File: src/rtl/core/plra_pkg.sv
// ----------------------------------------------------------------------------
// plra_pkg
// Shared constants, types and the rate scaling function of the per-weight
// learning rate adaptation core.
// ----------------------------------------------------------------------------
package plra_pkg;

    localparam int WEIGHT_COUNT = 1024;
    localparam int SLOT_W       = $clog2(WEIGHT_COUNT);
    localparam int INDEX_W      = 10;
    localparam int WEIGHT_W     = 32;
    localparam int RATE_W       = 32;
    localparam int FACTOR_W     = 16;
    localparam int PROD_W       = RATE_W + FACTOR_W;
    localparam int FRAC_SHIFT   = 14;
    localparam int CFG_IDX_W    = 2;
    localparam int CFG_DATA_W   = 32;

    localparam logic [1:0] SIGN_ZERO = 2'd0;
    localparam logic [1:0] SIGN_POS  = 2'd1;
    localparam logic [1:0] SIGN_NEG  = 2'd2;

    localparam logic [CFG_IDX_W-1:0] CFG_BASE_RATE       = 2'd0;
    localparam logic [CFG_IDX_W-1:0] CFG_INCREASE_FACTOR = 2'd1;
    localparam logic [CFG_IDX_W-1:0] CFG_DECREASE_FACTOR = 2'd2;

    localparam logic [RATE_W-1:0]   BASE_RATE_RST       = 32'd167772;
    localparam logic [FACTOR_W-1:0] INCREASE_FACTOR_RST = 16'd18022;
    localparam logic [FACTOR_W-1:0] DECREASE_FACTOR_RST = 16'd11469;

    typedef struct packed {
        logic [RATE_W-1:0]   first_rate;
        logic                first_clip;
        logic [FACTOR_W-1:0] increase_factor;
        logic [FACTOR_W-1:0] decrease_factor;
    } t_cfg;

    typedef struct packed {
        logic [RATE_W-1:0] rate;
        logic              clip;
    } t_scale;

    typedef struct packed {
        logic [WEIGHT_W-1:0] weight;
        logic [1:0]          sign;
        logic [RATE_W-1:0]   rate;
    } t_entry;

    // Round a Q8.24 x Q2.14 product to nearest, ties up, and saturate.
    function automatic t_scale f_scale(input logic [PROD_W-1:0] prod);
        logic [PROD_W:0]          sum;
        logic [PROD_W-FRAC_SHIFT:0] shifted;
        t_scale                   res;
        sum     = {1'b0, prod} + (PROD_W+1)'(1 << (FRAC_SHIFT - 1));
        shifted = sum[PROD_W:FRAC_SHIFT];
        res.clip = |shifted[PROD_W-FRAC_SHIFT:RATE_W];
        res.rate = res.clip ? {RATE_W{1'b1}} : shifted[RATE_W-1:0];
        return res;
    endfunction

endpackage

File: src/rtl/core/plra_cfg.sv
// ----------------------------------------------------------------------------
// plra_cfg
// Configuration registers and the precomputed first-epoch starting rate.
// ----------------------------------------------------------------------------
module plra_cfg
    import plra_pkg::*;
(
    input  logic                  i_clk,
    input  logic                  i_rst_n,
    input  logic                  i_cfg_we,
    input  logic [CFG_IDX_W-1:0]  i_cfg_idx,
    input  logic [CFG_DATA_W-1:0] i_cfg_data,
    output t_cfg                  o_cfg
);

    logic [RATE_W-1:0]   r_base_rate;
    logic [FACTOR_W-1:0] r_increase_factor;
    logic [FACTOR_W-1:0] r_decrease_factor;
    logic [PROD_W-1:0]   r_first_prod;
    t_scale              r_first;

    always_ff @(posedge i_clk) begin
        if (!i_rst_n) begin
            r_base_rate       <= BASE_RATE_RST;
            r_increase_factor <= INCREASE_FACTOR_RST;
            r_decrease_factor <= DECREASE_FACTOR_RST;
        end else if (i_cfg_we) begin
            case (i_cfg_idx)
                CFG_BASE_RATE: begin
                    r_base_rate <= i_cfg_data[RATE_W-1:0];
                end
                CFG_INCREASE_FACTOR: begin
                    r_increase_factor <= i_cfg_data[FACTOR_W-1:0];
                end
                CFG_DECREASE_FACTOR: begin
                    r_decrease_factor <= i_cfg_data[FACTOR_W-1:0];
                end
                default: begin
                end
            endcase
        end
    end

    // The starting rate is recomputed after a write, through r_first_prod and then r_first.
    always_ff @(posedge i_clk) begin
        r_first_prod <= PROD_W'(r_base_rate) * PROD_W'(r_increase_factor);
        r_first      <= f_scale(r_first_prod);
    end

    assign o_cfg.first_rate      = r_first.rate;
    assign o_cfg.first_clip      = r_first.clip;
    assign o_cfg.increase_factor = r_increase_factor;
    assign o_cfg.decrease_factor = r_decrease_factor;

endmodule

File: config.mk
export PLATFORM = sky130hd
export DESIGN_NAME = plra_cfg
export DESIGN_NICKNAME = d
export VERILOG_FILES = /design/src/rtl/core/plra_pkg.sv /design/src/rtl/core/plra_cfg.sv
export SDC_FILE = /design/constraint.sdc
export NUM_CORES = 1
export LEC_CHECK = 0
export ABC_CLOCK_PERIOD_IN_PS = 11320
export BUFFER_PORTS_ARGS = -buffer_cell sky130_fd_sc_hd__buf_4
export CAP_MARGIN = 15
export CORE_MARGIN = 8
export CORE_UTILIZATION = 50
export DETAILED_ROUTE_END_ITERATION = 12
export PLACE_DENSITY = 0.64
export SLEW_MARGIN = 0
export SYNTH_ARGS = -nofsm -noshare
export SYNTH_HDL_FRONTEND = slang
export SYNTH_SLANG_ARGS = --single-unit
export TNS_END_PERCENT = 30
File: constraint.sdc
create_clock -name i_clk -period 11.32 [get_ports i_clk]
set_clock_uncertainty 0.05 [all_clocks]
set_input_delay 2.264 -clock i_clk [delete_from_list [all_inputs] [get_ports i_clk]]
set_output_delay 2.264 -clock i_clk [all_outputs]
set_load 0.005 [all_outputs]
==> summary.md <==
| Metric | Value |
|---|---|
| Die height | 217 um |
| Ant diodes | 0 |
| #FFs+latches synth | 132 |
| Synth warn | 0 |
| Area of the core | 39,700 um^2 |
| Setup TNS | 0 ns |
| WP buf/inv | 4 |
| Most used cell, CP | fa_1 |
| Pwr/cell area | 205 nW/um^2 |
| M1 GR Usage | 30.2% |
| R2r setup slk | 4.30 ns |
| Crit end category | register |
| Die Width | 217 um |
| Register area share after synthesis | 13.1% |
| Slew Limit Fails | 0 |
| RSZ-0062 raised after global routing | false |
| Routability congestion estimate | 0.949 |
| Worst vdd ir | 0.260 mV |
| CP arrival | 7.31 ns |
| Mapped Cells | 2,276 |
| Share of layout cells above drive strength 1 | 7.31% |
| Worst R2R End | r_first_prod[47] |
| Synth cell types | 61 |
| CTS tree | yes |
| Clock sinks | 132 |
| Nets@finish | 2,871 |
| LEAKAGE | 10.6 nW |
| Routed len/inst | 18.7 um |
| Net Count, Synth | 2,848 |
| GR Util met3 | 5.92% |
| Vias per inst | 5.34 |
| CTS Hold Buffers Added | 0 |
| I/O Buffers | 101 |
| GR Overflow Total | 0 |
| Worst setup path class | reg2reg |
| Mapped cell area | 20,100 um^2 |
| GR peak layer | met2 |
| Ys flop type | dfxtp_1 |
| Via count | 15,144 |
| Cts repair resizes | 0 |
| FP Rows | 73 |
| Period Utilization, post-route | 62.0% |
| Worst skew pair latency | 0.45 ns |
| Hold Path Depth | 2 |
| Relative slew slack | 32.3% |
| Setup Fix Bufs, Post-CTS | 0 |
| Startpoint Class | register |
| Crit path max-delay family | adder cells |
| Final setup fails | 0 |
| Routed Antenna Nets | 0 |
| Root buffer cell | clkbuf_16 |
| Min Tclk post-route | 7.02 ns |
| Hold Violations, Final | 0 |
| Fmax | 142 MHz |
| Cell Chain, Critical Path | buf_4, nand2_1, fa_1, inv_1, fa_1, fa_1, fa_1, fa_1, inv_1, fa_1, inv_1, ha_1, a2111oi_0, o221ai_1, nand3b_1, o211a_1, nand3_1, a21o_1, nor4_1, nor3_1, xnor2_1 |
| First-pass GRT wire length | 88,500 um |
| Worst Tran Pin Value | 1.01 ns |
| Status | finished, final reports clean |
| CP peak stage delay | 0.88 ns |
| Ys async rst share | 0% |
| H-tree Lvls | 4 |
| Post-route insts no fill | 2,836 |
| Max-Cap Viols | 0 |
| Required @ worst endpoint | 11.61 ns |
| Clk pin slew, worst setup/hold paths | 0.06 ns |
| Syn Area/Cell | 8.85 um^2 |
| Met2 Usage GRT | 38.8% |
| Commonest non-fill, non-tap cell in the layout | nand2_1 |
| Hpwl dp | 40,700 um |
| Worst R2R Path Depth | 21 |
| Vias in the first global route | 16,726 |
| Final core occ | 55.0% |
| Initial antenna violation count | 0 |
| Most frequent cells in the layout | 491 x nand2_1, 443 x inv_1, 417 x fa_1 |
| Tot GR Track Use | 23.9% |
| CP max stage cell | dfxtp_1 |
| Starting Density | 50.7% |
| Placed cell count | 2,804 |
| DRC Markers | 0 |
| Worst-case clock buffer depth | 2 |
| Cts bufs inserted | 17 |
| Area Overhead vs Synth | 8.56% |
| Overall routed net length | 53,000 um |
| Boundary pin count | 102 |
| Number of synthesized flops with an enable pin | 0 |
| Starting DRT DRC Count | 1,018 |
| FF-to-FF Start | r_increase_factor[12] |
| HP Start | r_increase_factor[11] |
| Drt pass-1 iters | 5 |
| Worst Hold Path EP | r_increase_factor[11] |
| Largest net degree at the start of global routing | 65 |
| Crit path max fanout | 18 |
| Hold Path Class | reg2reg |
| Die footprint | 47,000 um^2 |
-- cell families (layout without fill, tap and decap cells) --
| family | count (synthesis) | in the layout | share of synthesized area, % |
|---|---|---|---|
| AOI/OAI and AO/OA | 146 | 146 | 5.07 |
| xor gates and xnor gates | 65 | 65 | 2.83 |
| adders and majority gates | 535 | 535 | 48.8 |
| buffers and inverters | 558 | 593 | 10.6 |
| DFF | 132 | 132 | 13.1 |
| and+or+nand+nor | 840 | 840 | 19.6 |
-- cells in the mapped netlist (5+ instances only) --
library cell / n / area [um^2]
inv_1: 443 / 1660
a21oi_1: 36 / 180
a21boi_0: 40 / 300
xor2_1: 30 / 263
dfxtp_1: 132 / 2640
nor3_1: 9 / 45.0
nand2_1: 491 / 1840
clkbuf_1: 108 / 405
nand4_1: 12 / 75.1
nor2_1: 26 / 97.6
and4_1: 5 / 43.8
o21ai_0: 18 / 90.1
fa_1: 417 / 8350
and3_1: 8 / 50.1
ha_1: 118 / 1480
a21o_1: 11 / 82.6
and2_1: 215 / 1350
nor2b_1: 5 / 31.3
xnor2_1: 35 / 307
nand3_1: 45 / 225
o21a_1: 5 / 37.5
-- worst min-delay path: cells and delay by family (launching register included) --
family             cells  cell delay (ns)
and+or+nand+nor        1             0.05
DFF                    1             0.31
AOI/OAI and AO/OA      1             0.06
-- how the worst max path moves through the flow --
stage	start	to	slack (ns)	cells after the start
finish	r_increase_factor[12]	r_first_prod[47]	4.30	21
global route	r_increase_factor[12]	r_first_prod[47]	3.99	22
CTS	r_increase_factor[12]	r_first_prod[47]	4.44	21
detailed placement	r_increase_factor[12]	r_first_prod[47]	4.45	21
global placement	r_increase_factor[12]	r_first_prod[47]	4.52	22
floorplan	r_increase_factor[7]	r_first_prod[41]	5.33	22
-- flip-flops by register name (all words and copies together) (netlist names) --
signal and cells:
r_base_rate 32, r_first_prod 35, r_decrease_factor 16, r_increase_factor 16
o_cfg 33
-- through the flow --
step | cell area (um^2) | hold WS, ns | total power (W) | setup slack (ns)
final | 21900 | 0.414 | 0.00448 | 4.30
after detailed placement | 21200 | 0.411 | 0.00391 | 4.45
after floorplan | 20100 | 0.401 | 0.00300 | 5.33
after global routing | 21900 | 0.441 | 0.00496 | 3.99
after global placement | 21200 | 0.402 | 0.00386 | 4.52
after CTS | 21800 | 0.418 | 0.00451 | 4.44
-- layer usage --
metal,up-vias,share of wire [%]
met2,583,46
met1,7657,41
met3,117,8.2
met5,-,0
li1,6787,-
met4,0,4.1
-- power breakdown --
group / internal [W] / switching (W) / total [W]
combinational: 0.00132 / 0.00188 / 0.00320
sequential: 0.000608 / 0.0000945 / 0.000703
clock: 0.000357 / 0.000220 / 0.000577
-- layout make-up --
type,count,area [um^2]
Clock buffer,20,457
Clock inverter,11,153
Fill cell,3624,17900
Inverter,444,1670
Multi-Input combinational cell,1586,15400
Sequential cell,132,2650
Tap cell,525,657
Timing Repair Buffer,118,906
Note: power is estimated with default switching activity, not from simulation.
